## config.mk

```make
export PLATFORM = sky130hd
export DESIGN_NAME = median_gap_rate_estimator
export DESIGN_NICKNAME = d
export VERILOG_FILES = /design/src/sv/mgr_pkg.sv /design/src/sv/mgr_ram.sv /design/src/sv/mgr_div.sv /design/src/sv/median_gap_rate_estimator.sv
export SDC_FILE = /design/constraint.sdc
export NUM_CORES = 2
export LEC_CHECK = 0
export BUFFER_PORTS_ARGS = -buffer_cell sky130_fd_sc_hd__buf_4
export CAP_MARGIN = 5
export CORE_MARGIN = 1.5
export CORE_UTILIZATION = 50
export CTS_BUF_LIST = sky130_fd_sc_hd__clkbuf_8
export CTS_CLUSTER_DIAMETER = 60
export DETAILED_ROUTE_END_ITERATION = 10
export PLACE_DENSITY = 0.68
export SETUP_SLACK_MARGIN = 0.02
export SLEW_MARGIN = 20
export SYNTH_ARGS = -nofsm -noshare
export SYNTH_HDL_FRONTEND = slang
export SYNTH_SLANG_ARGS = --single-unit
```

## constraint.sdc

```tcl
create_clock -name i_clk -period 4.7 [get_ports i_clk]
set_clock_uncertainty 0.2 [all_clocks]
set_input_delay 0.235 -clock i_clk [delete_from_list [all_inputs] [get_ports i_clk]]
set_output_delay 0.235 -clock i_clk [all_outputs]
set_load 0.05 [all_outputs]
```

## src/sv/mgr_pkg.sv

```systemverilog
// Shared constants and types for the median gap rate estimator.
// Used by mgr_div and median_gap_rate_estimator; depends on nothing else.

package mgr_pkg;

    // Window and field widths.
    localparam int WINDOW    = 32;
    localparam int IDX_BITS  = $clog2(WINDOW);
    localparam int CNT_BITS  = $clog2(WINDOW + 1);
    localparam int GAP_BITS  = 32;
    localparam int TS_BITS   = 63;
    localparam int RATE_BITS = 40;
    localparam int MED_BITS  = GAP_BITS + 1;

    // Dividend of the rate: two times 10^12 millihertz-nanoseconds.
    localparam int NUM_BITS = 41;
    localparam logic [NUM_BITS-1:0] TWO_TERA_MHZ = 41'd2000000000000;

    // Largest gap that the ring can hold.
    localparam logic [GAP_BITS-1:0] GAP_MAX = '1;

    typedef logic [GAP_BITS-1:0] t_gap;
    typedef logic [MED_BITS-1:0] t_med;

endpackage

```

## src/sv/mgr_ram.sv

```systemverilog
// Generic simple dual-port RAM with one write port and one registered read port.
// Depends on nothing; read-during-write to one address returns the old data.

module mgr_ram #(
    parameter int WIDTH = 32,
    parameter int DEPTH = 32
) (
    input  logic                     i_clk,
    input  logic                     i_we,
    input  logic [$clog2(DEPTH)-1:0] i_waddr,
    input  logic [WIDTH-1:0]         i_wdata,
    input  logic [$clog2(DEPTH)-1:0] i_raddr,
    output logic [WIDTH-1:0]         o_rdata
);

    logic [WIDTH-1:0] mem [DEPTH];

    // Write port.
    always_ff @(posedge i_clk) begin
        if (i_we) begin
            mem[i_waddr] <= i_wdata;
        end
    end

    // Registered read port.
    always_ff @(posedge i_clk) begin
        o_rdata <= mem[i_raddr];
    end

endmodule

```

## src/sv/mgr_div.sv

```systemverilog
// Serial restoring divider: computes the constant TWO_TERA_MHZ over a divisor.
// Depends on mgr_pkg; takes one quotient bit per cycle.

module mgr_div (
    input  logic                         i_clk,
    input  logic                         i_rst_n,
    input  logic                         i_start,
    input  mgr_pkg::t_med                i_divisor,
    output logic                         o_done,
    output logic [mgr_pkg::NUM_BITS-1:0] o_quotient
);

    localparam int STEP_BITS = $clog2(mgr_pkg::NUM_BITS + 1);

    logic                         r_busy, n_busy;
    logic                         r_done, n_done;
    logic [STEP_BITS-1:0]         r_step, n_step;
    logic [mgr_pkg::NUM_BITS-1:0] r_num, n_num;
    mgr_pkg::t_med                r_rem, n_rem;
    mgr_pkg::t_med                r_den, n_den;

    logic [mgr_pkg::MED_BITS:0]   shifted;
    logic                         ge;

    // One restoring step: shift in the next dividend bit and try to subtract.
    assign shifted = {r_rem, r_num[mgr_pkg::NUM_BITS-1]};
    assign ge      = shifted >= {1'b0, r_den};

    always_comb begin
        n_busy = r_busy;
        n_done = 1'b0;
        n_step = r_step;
        n_num  = r_num;
        n_rem  = r_rem;
        n_den  = r_den;
        if (i_start) begin
            n_busy = 1'b1;
            n_step = STEP_BITS'(mgr_pkg::NUM_BITS);
            n_num  = mgr_pkg::TWO_TERA_MHZ;
            n_rem  = '0;
            n_den  = i_divisor;
        end else if (r_busy) begin
            // The quotient bit fills the place that the dividend bit left.
            n_num = {r_num[mgr_pkg::NUM_BITS-2:0], ge};
            if (ge) begin
                n_rem = mgr_pkg::MED_BITS'(shifted - {1'b0, r_den});
            end else begin
                n_rem = shifted[mgr_pkg::MED_BITS-1:0];
            end
            n_step = r_step - 1'b1;
            if (r_step == STEP_BITS'(1)) begin
                n_busy = 1'b0;
                n_done = 1'b1;
            end
        end
    end

    // Control state.
    always_ff @(posedge i_clk) begin
        if (!i_rst_n) begin
            r_busy <= 1'b0;
            r_done <= 1'b0;
        end else begin
            r_busy <= n_busy;
            r_done <= n_done;
        end
    end

    // Datapath registers.
    always_ff @(posedge i_clk) begin
        r_step <= n_step;
        r_num  <= n_num;
        r_rem  <= n_rem;
        r_den  <= n_den;
    end

    assign o_done     = r_done;
    assign o_quotient = r_num;

endmodule

```

## src/sv/median_gap_rate_estimator.sv

```systemverilog
// Median gap rate estimator: top level with the sequencer and both gap memories.
// Depends on mgr_pkg, mgr_ram and mgr_div.
//
// Usage:
// The input channel (i_in_valid / o_in_ready) carries a 63-bit source timestamp in
// nanoseconds and a restart flag. Every input transfer yields exactly one result
// on the output channel (o_out_valid / i_out_ready): the rate in millihertz, a
// valid flag and twice the median gap of the last 32 positive gaps.
// A restart, a stored timestamp of zero or a gap that is not positive goes from the
// evaluation straight to the hand-off. A positive gap is evaluated, updates the ring,
// goes through a delete sweep (full window only) and an insert sweep over the sorted
// gap memory (one read port, one entry a cycle), a median read, a serial divide (41
// quotient bits and a done flag) and the hand-off. One item is processed at a time;
// o_in_ready is high only while the sequencer is idle.
// The result sits in an output register. While it waits for the receiver the
// next item is accepted and worked on; it stalls only at its own hand-off.
// Reset clears the window, the stored timestamp and the reported rate. The gap
// memories are not cleared; only entries written since the last emptying are read.

module median_gap_rate_estimator (
    input  logic                          i_clk,
    input  logic                          i_rst_n,
    input  logic                          i_in_valid,
    output logic                          o_in_ready,
    input  logic [mgr_pkg::TS_BITS-1:0]   i_source_timestamp,
    input  logic                          i_restart,
    output logic                          o_out_valid,
    input  logic                          i_out_ready,
    output logic [mgr_pkg::RATE_BITS-1:0] o_rate_millihz,
    output logic                          o_rate_valid,
    output logic [mgr_pkg::MED_BITS-1:0]  o_median_gap_twice
);

    localparam int IDX = mgr_pkg::IDX_BITS;
    localparam int CNT = mgr_pkg::CNT_BITS;

    typedef enum logic [8:0] {
        S_IDLE = 9'b000000001,
        S_EVAL = 9'b000000010,
        S_RING = 9'b000000100,
        S_DEL  = 9'b000001000,
        S_INS  = 9'b000010000,
        S_INS0 = 9'b000100000,
        S_MED  = 9'b001000000,
        S_DIV  = 9'b010000000,
        S_OUT  = 9'b100000000
    } t_state;

    t_state                         r_state, n_state;
    logic [IDX-1:0]                 r_wp, n_wp;
    logic [CNT-1:0]                 r_cnt, n_cnt;
    logic [mgr_pkg::TS_BITS-1:0]    r_last, n_last;
    logic [mgr_pkg::RATE_BITS-1:0]  r_rate, n_rate;
    mgr_pkg::t_med                  r_med, n_med;
    logic                           r_pv, n_pv;
    logic                           r_iss, n_iss;
    logic                           r_found, n_found;
    logic                           r_out_valid, n_out_valid;

    logic [mgr_pkg::TS_BITS-1:0]    r_ts, n_ts;
    logic                           r_restart, n_restart;
    mgr_pkg::t_gap                  r_gap, n_gap;
    mgr_pkg::t_gap                  r_old, n_old;
    mgr_pkg::t_gap                  r_lo, n_lo;
    logic [CNT-1:0]                 r_ridx, n_ridx;
    logic [IDX-1:0]                 r_pidx, n_pidx;
    logic [1:0]                     r_mstep, n_mstep;
    logic [mgr_pkg::RATE_BITS-1:0]  r_out_rate, n_out_rate;
    logic                           r_out_rv, n_out_rv;
    mgr_pkg::t_med                  r_out_med, n_out_med;

    // Memory and divider connections.
    logic                           ring_we;
    mgr_pkg::t_gap                  ring_rdata;
    logic                           sort_we;
    logic [IDX-1:0]                 sort_waddr;
    mgr_pkg::t_gap                  sort_wdata;
    logic [IDX-1:0]                 sort_raddr;
    mgr_pkg::t_gap                  sort_rdata;
    logic                           div_start;
    logic                           div_done;
    logic [mgr_pkg::NUM_BITS-1:0]   div_quo;

    logic [mgr_pkg::TS_BITS-1:0]    ts_diff;
    mgr_pkg::t_gap                  gap_sat;
    logic [CNT-1:0]                 cnt_less1;
    logic [IDX-1:0]                 med_lo_addr;
    logic [IDX-1:0]                 med_hi_addr;
    mgr_pkg::t_med                  med_sum;

    // Ring of gaps in arrival order; the entry at the write position is the oldest.
    mgr_ram #(
        .WIDTH (mgr_pkg::GAP_BITS),
        .DEPTH (mgr_pkg::WINDOW)
    ) u_ring (
        .i_clk   (i_clk),
        .i_we    (ring_we),
        .i_waddr (r_wp),
        .i_wdata (r_gap),
        .i_raddr (r_wp),
        .o_rdata (ring_rdata)
    );

    // The same gaps kept in ascending order, entries 0 to count-1.
    mgr_ram #(
        .WIDTH (mgr_pkg::GAP_BITS),
        .DEPTH (mgr_pkg::WINDOW)
    ) u_sorted (
        .i_clk   (i_clk),
        .i_we    (sort_we),
        .i_waddr (sort_waddr),
        .i_wdata (sort_wdata),
        .i_raddr (sort_raddr),
        .o_rdata (sort_rdata)
    );

    // Serial divider for the rate.
    mgr_div u_div (
        .i_clk      (i_clk),
        .i_rst_n    (i_rst_n),
        .i_start    (div_start),
        .i_divisor  (med_sum),
        .o_done     (div_done),
        .o_quotient (div_quo)
    );

    // Gap to the previous timestamp, saturated to the gap width.
    assign ts_diff = r_ts - r_last;
    assign gap_sat = (|ts_diff[mgr_pkg::TS_BITS-1:mgr_pkg::GAP_BITS]) ?
                     mgr_pkg::GAP_MAX : ts_diff[mgr_pkg::GAP_BITS-1:0];

    // Middle entries of the sorted list; both are the same entry for an odd count.
    assign cnt_less1   = r_cnt - 1'b1;
    assign med_lo_addr = cnt_less1[IDX:1];
    assign med_hi_addr = r_cnt[IDX:1];
    assign med_sum     = {1'b0, r_lo} + {1'b0, sort_rdata};

    // Sequencer.
    always_comb begin
        n_state     = r_state;
        n_wp        = r_wp;
        n_cnt       = r_cnt;
        n_last      = r_last;
        n_rate      = r_rate;
        n_med       = r_med;
        n_pv        = 1'b0;
        n_iss       = r_iss;
        n_found     = r_found;
        n_out_valid = r_out_valid;
        n_ts        = r_ts;
        n_restart   = r_restart;
        n_gap       = r_gap;
        n_old       = r_old;
        n_lo        = r_lo;
        n_ridx      = r_ridx;
        n_pidx      = r_ridx[IDX-1:0];
        n_mstep     = r_mstep;
        n_out_rate  = r_out_rate;
        n_out_rv    = r_out_rv;
        n_out_med   = r_out_med;
        ring_we     = 1'b0;
        sort_we     = 1'b0;
        sort_waddr  = '0;
        sort_wdata  = r_gap;
        sort_raddr  = r_ridx[IDX-1:0];
        div_start   = 1'b0;

        // A waiting result leaves on its transfer.
        if (i_out_ready) begin
            n_out_valid = 1'b0;
        end

        case (r_state)
            S_IDLE: begin
                if (i_in_valid) begin
                    n_ts      = i_source_timestamp;
                    n_restart = i_restart;
                    n_state   = S_EVAL;
                end
            end

            S_EVAL: begin
                if (r_restart || (r_last == '0)) begin
                    // Empty the window and only record the timestamp.
                    n_cnt   = '0;
                    n_wp    = '0;
                    n_rate  = '0;
                    n_med   = '0;
                    n_last  = r_ts;
                    n_state = S_OUT;
                end else if (r_ts <= r_last) begin
                    n_last  = r_ts;
                    n_state = S_OUT;
                end else begin
                    n_last  = r_ts;
                    n_gap   = gap_sat;
                    n_state = S_RING;
                end
            end

            S_RING: begin
                // The ring read of the write position is back: that is the oldest gap.
                ring_we = 1'b1;
                n_old   = ring_rdata;
                n_wp    = (r_wp == IDX'(mgr_pkg::WINDOW - 1)) ? '0 : r_wp + 1'b1;
                if (r_cnt == CNT'(mgr_pkg::WINDOW)) begin
                    n_ridx  = '0;
                    n_found = 1'b0;
                    n_state = S_DEL;
                end else if (r_cnt == '0) begin
                    n_state = S_INS0;
                end else begin
                    n_ridx  = cnt_less1;
                    n_iss   = 1'b1;
                    n_state = S_INS;
                end
            end

            S_DEL: begin
                // Sweep upward; after the oldest gap is found, shift each entry down.
                if (r_ridx < r_cnt) begin
                    n_ridx = r_ridx + 1'b1;
                    n_pv   = 1'b1;
                end
                if (r_pv) begin
                    if (r_found) begin
                        sort_we    = 1'b1;
                        sort_waddr = r_pidx - 1'b1;
                        sort_wdata = sort_rdata;
                    end else if (sort_rdata == r_old) begin
                        n_found = 1'b1;
                    end
                    if (r_pidx == cnt_less1[IDX-1:0]) begin
                        n_cnt   = cnt_less1;
                        n_ridx  = r_cnt - CNT'(2);
                        n_iss   = 1'b1;
                        n_pv    = 1'b0;
                        n_state = S_INS;
                    end
                end
            end

            S_INS: begin
                // Sweep downward, moving larger entries up until the new gap fits.
                if (r_iss) begin
                    n_pv   = 1'b1;
                    n_pidx = r_ridx[IDX-1:0];
                    if (r_ridx == '0) begin
                        n_iss = 1'b0;
                    end else begin
                        n_ridx = r_ridx - 1'b1;
                    end
                end
                if (r_pv) begin
                    sort_we    = 1'b1;
                    sort_waddr = r_pidx + 1'b1;
                    if (sort_rdata > r_gap) begin
                        sort_wdata = sort_rdata;
                        if (r_pidx == '0) begin
                            n_pv    = 1'b0;
                            n_iss   = 1'b0;
                            n_state = S_INS0;
                        end
                    end else begin
                        sort_wdata = r_gap;
                        n_cnt      = r_cnt + 1'b1;
                        n_pv       = 1'b0;
                        n_iss      = 1'b0;
                        n_mstep    = '0;
                        n_state    = S_MED;
                    end
                end
            end

            S_INS0: begin
                // The new gap is the smallest.
                sort_we    = 1'b1;
                sort_waddr = '0;
                sort_wdata = r_gap;
                n_cnt      = r_cnt + 1'b1;
                n_mstep    = '0;
                n_state    = S_MED;
            end

            S_MED: begin
                // Read the lower then the upper middle entry and add them.
                n_mstep    = r_mstep + 1'b1;
                sort_raddr = (r_mstep == 2'd0) ? med_lo_addr : med_hi_addr;
                if (r_mstep == 2'd1) begin
                    n_lo = sort_rdata;
                end
                if (r_mstep == 2'd2) begin
                    n_med     = med_sum;
                    div_start = 1'b1;
                    n_state   = S_DIV;
                end
            end

            S_DIV: begin
                if (div_done) begin
                    n_rate  = div_quo[mgr_pkg::RATE_BITS-1:0];
                    n_state = S_OUT;
                end
            end

            S_OUT: begin
                // Hand the result to the output register once it is free.
                if (!r_out_valid || i_out_ready) begin
                    n_out_valid = 1'b1;
                    n_out_rate  = r_rate;
                    n_out_rv    = (r_cnt != '0);
                    n_out_med   = r_med;
                    n_state     = S_IDLE;
                end
            end

            default: begin
                n_state = S_IDLE;
            end
        endcase
    end

    // Control and architectural state.
    always_ff @(posedge i_clk) begin
        if (!i_rst_n) begin
            r_state     <= S_IDLE;
            r_wp        <= '0;
            r_cnt       <= '0;
            r_last      <= '0;
            r_rate      <= '0;
            r_med       <= '0;
            r_pv        <= 1'b0;
            r_iss       <= 1'b0;
            r_found     <= 1'b0;
            r_out_valid <= 1'b0;
        end else begin
            r_state     <= n_state;
            r_wp        <= n_wp;
            r_cnt       <= n_cnt;
            r_last      <= n_last;
            r_rate      <= n_rate;
            r_med       <= n_med;
            r_pv        <= n_pv;
            r_iss       <= n_iss;
            r_found     <= n_found;
            r_out_valid <= n_out_valid;
        end
    end

    // Payload and working registers.
    always_ff @(posedge i_clk) begin
        r_ts       <= n_ts;
        r_restart  <= n_restart;
        r_gap      <= n_gap;
        r_old      <= n_old;
        r_lo       <= n_lo;
        r_ridx     <= n_ridx;
        r_pidx     <= n_pidx;
        r_mstep    <= n_mstep;
        r_out_rate <= n_out_rate;
        r_out_rv   <= n_out_rv;
        r_out_med  <= n_out_med;
    end

    assign o_in_ready         = (r_state == S_IDLE);
    assign o_out_valid        = r_out_valid;
    assign o_rate_millihz     = r_out_rate;
    assign o_rate_valid       = r_out_rv;
    assign o_median_gap_twice = r_out_med;

endmodule

```

Word level (Yosys, flattened, before mapping). Memory sizes are Yosys's and may differ from the RTL's. A register that Yosys moved wholly into a read port is not among the register bits. Cells that the tools add are included. W data, S select, Z words.

Shift operators: 0. Div/mod/pow operators: 0. Multipliers: 0. Reduce and logical (&&, ||, !) cells: 31. Eq/ne operators: 32. Muxes and demuxes: 93. Add/sub/neg operators: 13. $lt $le $gt $ge: 4. Bitwise operators: 4.

Operators by type and width (number): $mux W32 (4); $mux W33 (3); $mux W9 (11); $mux W6 (14); $pmux W9 S9 (1); $mux W40 (2); $pmux W40 S2 (1); $pmux W33 S2 (1); $pmux W32 S2 (1); $le A63 B63 Y1 (1); $logic_not A63 Y1 (1); $sub A63 B63 Y63 (1); $mux W1 (37); $mux W5 (7); $ge A34 B33 Y1 (1); $add A32 B32 Y33 (1); $sub A33 B33 Y33 (1); $eq A32 B32 Y1 (1); $gt A32 B32 Y1 (1); $reduce_or A31 Y1 (1); $ne A2 B2 Y1 const B (13); $pmux W6 S4 (1); $pmux W5 S2 (2); $pmux W6 S3 (1); other kinds (45) (69).

Register bits: 522. Bits in writable memories: 2048. Output and inout port bits: 76. ROM bits: 0. Memories kept: 2. Bits of input ports: 68. Bits in latches: 0. Word-level logic and storage cells: 206.

Memory list: u_ring.mem (depth 32, width 32, read ports 1, clocked after Yosys merged registers in 1, write ports 1, line mgr_ram.sv:16) `logic [WIDTH-1:0] mem [DEPTH];`; u_sorted.mem (depth 32, width 32, read ports 1, clocked after Yosys merged registers in 1, write ports 1, line mgr_ram.sv:16).

Logic depth before layout (Yosys ltp).
Word-level depth: 7. Gate-level depth with buffers: 16. Gate-level depth less buffers: 14.

Hierarchy. A second synthesis with hierarchy kept.

Cell total of the unflattened synthesis: 7601. Area total of the unflattened synthesis: 109671.4 sq um.

Modules (own cells, without submodules): mgr_ram at u_sorted (cells each 2260, area each 40492.6 sq um, seq. area each 31390.1 sq um, instances 1); mgr_ram at u_ring (cells each 2260, area each 40487.6 sq um, seq. area each 31390.1 sq um, instances 1); median_gap_rate_estimator (cells each 2388, area each 22545.4 sq um, seq. area each 10570.1 sq um, instances 1); mgr_div (cells each 693, area each 6145.9 sq um, seq. area each 2632.5 sq um, instances 1).

Worst setup path after synthesis. OpenSTA, ideal clock, no wires.

Kind: reg2reg. Start point: reg r_state[0]. End point: reg r_out_med[0], in the netlist o_median_gap_twice[0] (enable). Path buffers: 0. Setup slack: -0.153 ns. Arrival time: 4.138 ns. Required time: 3.986 ns. Period minus slack after synthesis: 4.853 ns. Setup time: 0.514 ns. Stages on the path, launching flop included: 4. Path through: dfxtp_1 > nor3_1 > nand4_1 > nor2b_1.

Word-level cells in the longest chain between the ends: 2.

Ends and longest elaborated chain: start, declared (line median_gap_rate_estimator.sv:49) `t_state r_state, n_state;`; start signal, assigned (line median_gap_rate_estimator.sv:337) `r_state <= n_state;`; $eq A9 B9 Y1 (line median_gap_rate_estimator.sv:173) `case (r_state)`; $reduce_and A2 Y1 (no source line); end signal, assigned (line median_gap_rate_estimator.sv:362) `r_out_med <= n_out_med;`; end, declared (line median_gap_rate_estimator.sv:70) `mgr_pkg::t_med r_out_med, n_out_med;`.

Every way passes these cells. A chain may end at the register's enable or synchronous reset.

Worst setup path in the final report.
Start point: reg r_ts[22] (netlist name). End point: reg r_gap[30], data pin.

Word-level cells in the longest chain between the ends: 2.

Ends and longest elaborated chain: start, declared (line median_gap_rate_estimator.sv:60) `logic [mgr_pkg::TS_BITS-1:0] r_ts, n_ts;`; start signal, assigned (line median_gap_rate_estimator.sv:352) `r_ts <= n_ts;`; $sub A63 B63 Y63 * (line median_gap_rate_estimator.sv:128) `assign ts_diff = r_ts - r_last;`; $reduce_or A31 Y1 (line median_gap_rate_estimator.sv:129) `assign gap_sat = (|ts_diff[mgr_pkg::TS_BITS-1:mgr_pkg::GAP_BITS]) ?`; end signal, assigned (line median_gap_rate_estimator.sv:354) `r_gap <= n_gap;`; end, declared (line median_gap_rate_estimator.sv:62) `mgr_pkg::t_gap r_gap, n_gap;`.

Every way passes the cells marked *; elsewhere a longest branch is shown, timed or not.

==> metrics <==
first-pass GRT wire length=415000 um; PwrDens=416 mW/mm^2; register area share after synthesis=70.4%; number of synthesized flops with an enable pin=2323; post-synth top area cell=edfxtp_1; CP Launch Type=register; vias per cell=6.04; FF-to-FF End=r_gap[30]; post-synth cell types=86; number of CTS-inserted buffers=424; Routed WL=287000 um; worst hold path class=input port to register; GRT Util Overall=26.2%; Core Util, Final=58.0%; max_slew headroom=28.7%; DRC Markers=0; fillers=15900; Max-Cap Viols=0; Reg area=0.0760 sq mm; hold depth=3; worst hold path endpoint=u_div.r_busy; Synth warnings=0; Max Clk Rate=226 MHz; Syn Inst Count=6403; Post-CTS Setup Repair Bufs=0; CTS tree=yes; NumNets Final=7345; share of cells above drive strength 1=23.2%; initial drt markers=6550; initial antenna violation count=12; Mapped Nets=6658; setup total negative slack=0 ps; final hold slack=105 ps; clk root buf=clkbuf_8; largest net degree at the start of global routing=122; routability congestion estimate=0.902; Worst-Margin Slew=1070 ps; clock slew at the register clock pins of the worst setup and hold paths=60 ps; area of the multi-input gates=0.0306 sq mm; Max clock buf depth=4; R2R depth=13; crit end category=register; mapped cell area=0.108 sq mm; minimum clock period=4430 ps; fin. max-slew vios=0; Area contributors post-synth=edfxtp_1 65%, mux4_2 11%, dfxtp_1 5.8%; DIE AREA=0.219 sq mm; Die X=468 um; DRT Pass-1 Iters=6; Critical Path AT=5010 ps; async set-or-reset flop fraction in the synthesized netlist=0%; total gr overflow=0; status=completed; Synth top area share=64.7%; maximum resistive drop on vdd=0.267 mV; Worst R2R Start=r_ts[22]; initial core utilization=50.3%; Antenna Nets Post-Route=0; WS Path Type=register to register; Routed WL per cell=28.0 um; Die Y=468 um; final setup violation count=0; vias in the first global route=61900; Critical Path RT=5280 ps; min-delay src=i_rst_n; R2R Setup Slk=270 ps; via count=62000; H-tree levels=5; final hold violations=0; Static Leak=41.7 nW; I/O pin cnt=144; core area=0.215 sq mm; Buffers on Ports=143; Area Growth Syn to Fin=15.4%; Placed Instances=9369; #FFs+latches synth=2634; HPWL after DPL=176000 um; # clock sinks=2634; Cell Count, Final, Fillers Out=10300; Synth Area per Inst=16.9 sq um; Rows=170; Crit Path Max Fanout=30; clock latency at the later pin of the worst-skew pair=1130 ps; RSZ-0062 raised after global routing=false; Primary FF master, synth=edfxtp_1; fin crit share=94.2%
-- kinds of logic after synthesis --
kind of cell               Yosys count  synth area share, %
AOI/OAI and AO/OA                  970                 6.03
xor gates and xnor gates           169                 1.37
adders and majority gates          187                 2.19
buffers and inverters              497                 1.80
DFF                               2634                 70.4
muxes                              751                 13.0
and+or+nand+nor                   1195                 5.17
-- through the flow --
step / setup WS (ps) / instance area (sq um) / total power, mW
final: 273 / 124000 / 51.8
after global routing: 20.8 / 124000 / 53.6
after CTS: 158 / 124000 / 52.1
after detailed placement: 192 / 115000 / 33.1
after global placement: 188 / 115000 / 33.1
after floorplan: -141 / 108000 / 30.6
-- cell usage after synthesis (36+ instances only) --
cell type     n
nor4_1       39
dfxtp_1     311
nand2_1     421
ha_1        184
xor2_1       76
nand3_1     131
a21boi_0    109
mux2i_1     141
clkbuf_1    231
edfxtp_1   2323
mux2_2       98
nor3_1       51
a21oi_1     207
a211oi_1     36
inv_1       174
buf_2        44
a22oi_1     156
o21ai_0     135
a21o_1       80
xnor2_1      93
nor2b_1      49
buf_1        41
nand4_1      80
o211ai_1     55
nor2_1      289
mux4_2      512
-- how the worst max path moves through the flow --
stage               startpoint          endpoint  depth (start not counted)
global route        r_last[22]         r_gap[14]                         14
floorplan           r_state[1]  u_ring.mem[0][0]                          7
finish                r_ts[22]         r_gap[30]                         13
CTS                    r_ts[0]         r_gap[14]                         17
detailed placement     r_ts[0]         r_gap[30]                         17
global placement       r_ts[0]         r_gap[30]                         17
-- power breakdown --
part / total (mW) / internal (mW) / switching, mW
Combinational: 6.53 / 2.31 / 4.23
Clock: 19.0 / 10.1 / 8.86
Sequential: 26.3 / 26.0 / 0.338
Total: 51.8 / 38.4 / 13.4
-- what timing repair did --
item	CTS	global route
endpoints found under the hold margin	290	0
resized for setup	0	4
hold buffers	133	0
endpoints found under the setup margin	0	32
-- critical path, cell delays in order, from the launching register on --
cell and delay, ps:
edfxtp_1 390, ha_1 390, a21oi_1 360, o21ai_1 190, a2111oi_2 560, a2111oi_0 220
buf_4 190, o21ai_0 440, mux2i_1 210, nor2_1 120, nand4_1 120, nor4_2 380
buf_12 230, nand3_1 100
-- area by class of cell --
type	count	share of cell area [%]
clock inverter	283	1.29
antenna	10	0.0201
inverter	178	0.539
multi-input combinational	3272	24.6
sequential	2634	61.0
clock buffer	475	5.25
tap	2838	2.85
timing repair buffer	580	4.41
-- sequential cells by signal, summed over array words and instances, names as in the netlist, 33 cells and up --
signal and count:
u_div.r_rem 33, u_sorted.mem 1024, r_ts 63, r_med 33, u_div.r_den 33, o_rate_millihz 40
o_median_gap_twice 33, r_last 63, r_rate 40, u_ring.mem 1024, u_div.o_quotient 41
-- per-layer routing --
layer	wire length, um	share of wire (%)	vias up	global-route usage (%)
met2	137000	48	2810	42.1
met3	22600	7.9	520	4.55
met1	116000	41	31800	35.7
met4	10900	3.8	2	10.2
li1	-	-	26800	-
met5	9	0.0031	-	0
-- cell usage in the layout, fill, tap and decap left out, types with 48 or more instances in the layout --
cell type	instances
nand2_1	421
edfxtp_1	2323
buf_12	64
a22oi_1	156
mux2_2	98
nor2b_1	48
xor2_1	76
nor3_1	49
ha_1	184
clkbuf_8	475
dfxtp_1	308
a21oi_1	203
mux4_2	512
nand3_1	131
o211ai_1	55
inv_1	314
mux2i_1	141
a21boi_0	109
nor2_4	65
buf_4	383
o21ai_0	133
dlygate4sd3_1	133
nand4_1	80
clkinv_1	78
nor2_1	224
a21o_1	80
xnor2_1	93
(Power assumes the default switching activity.)
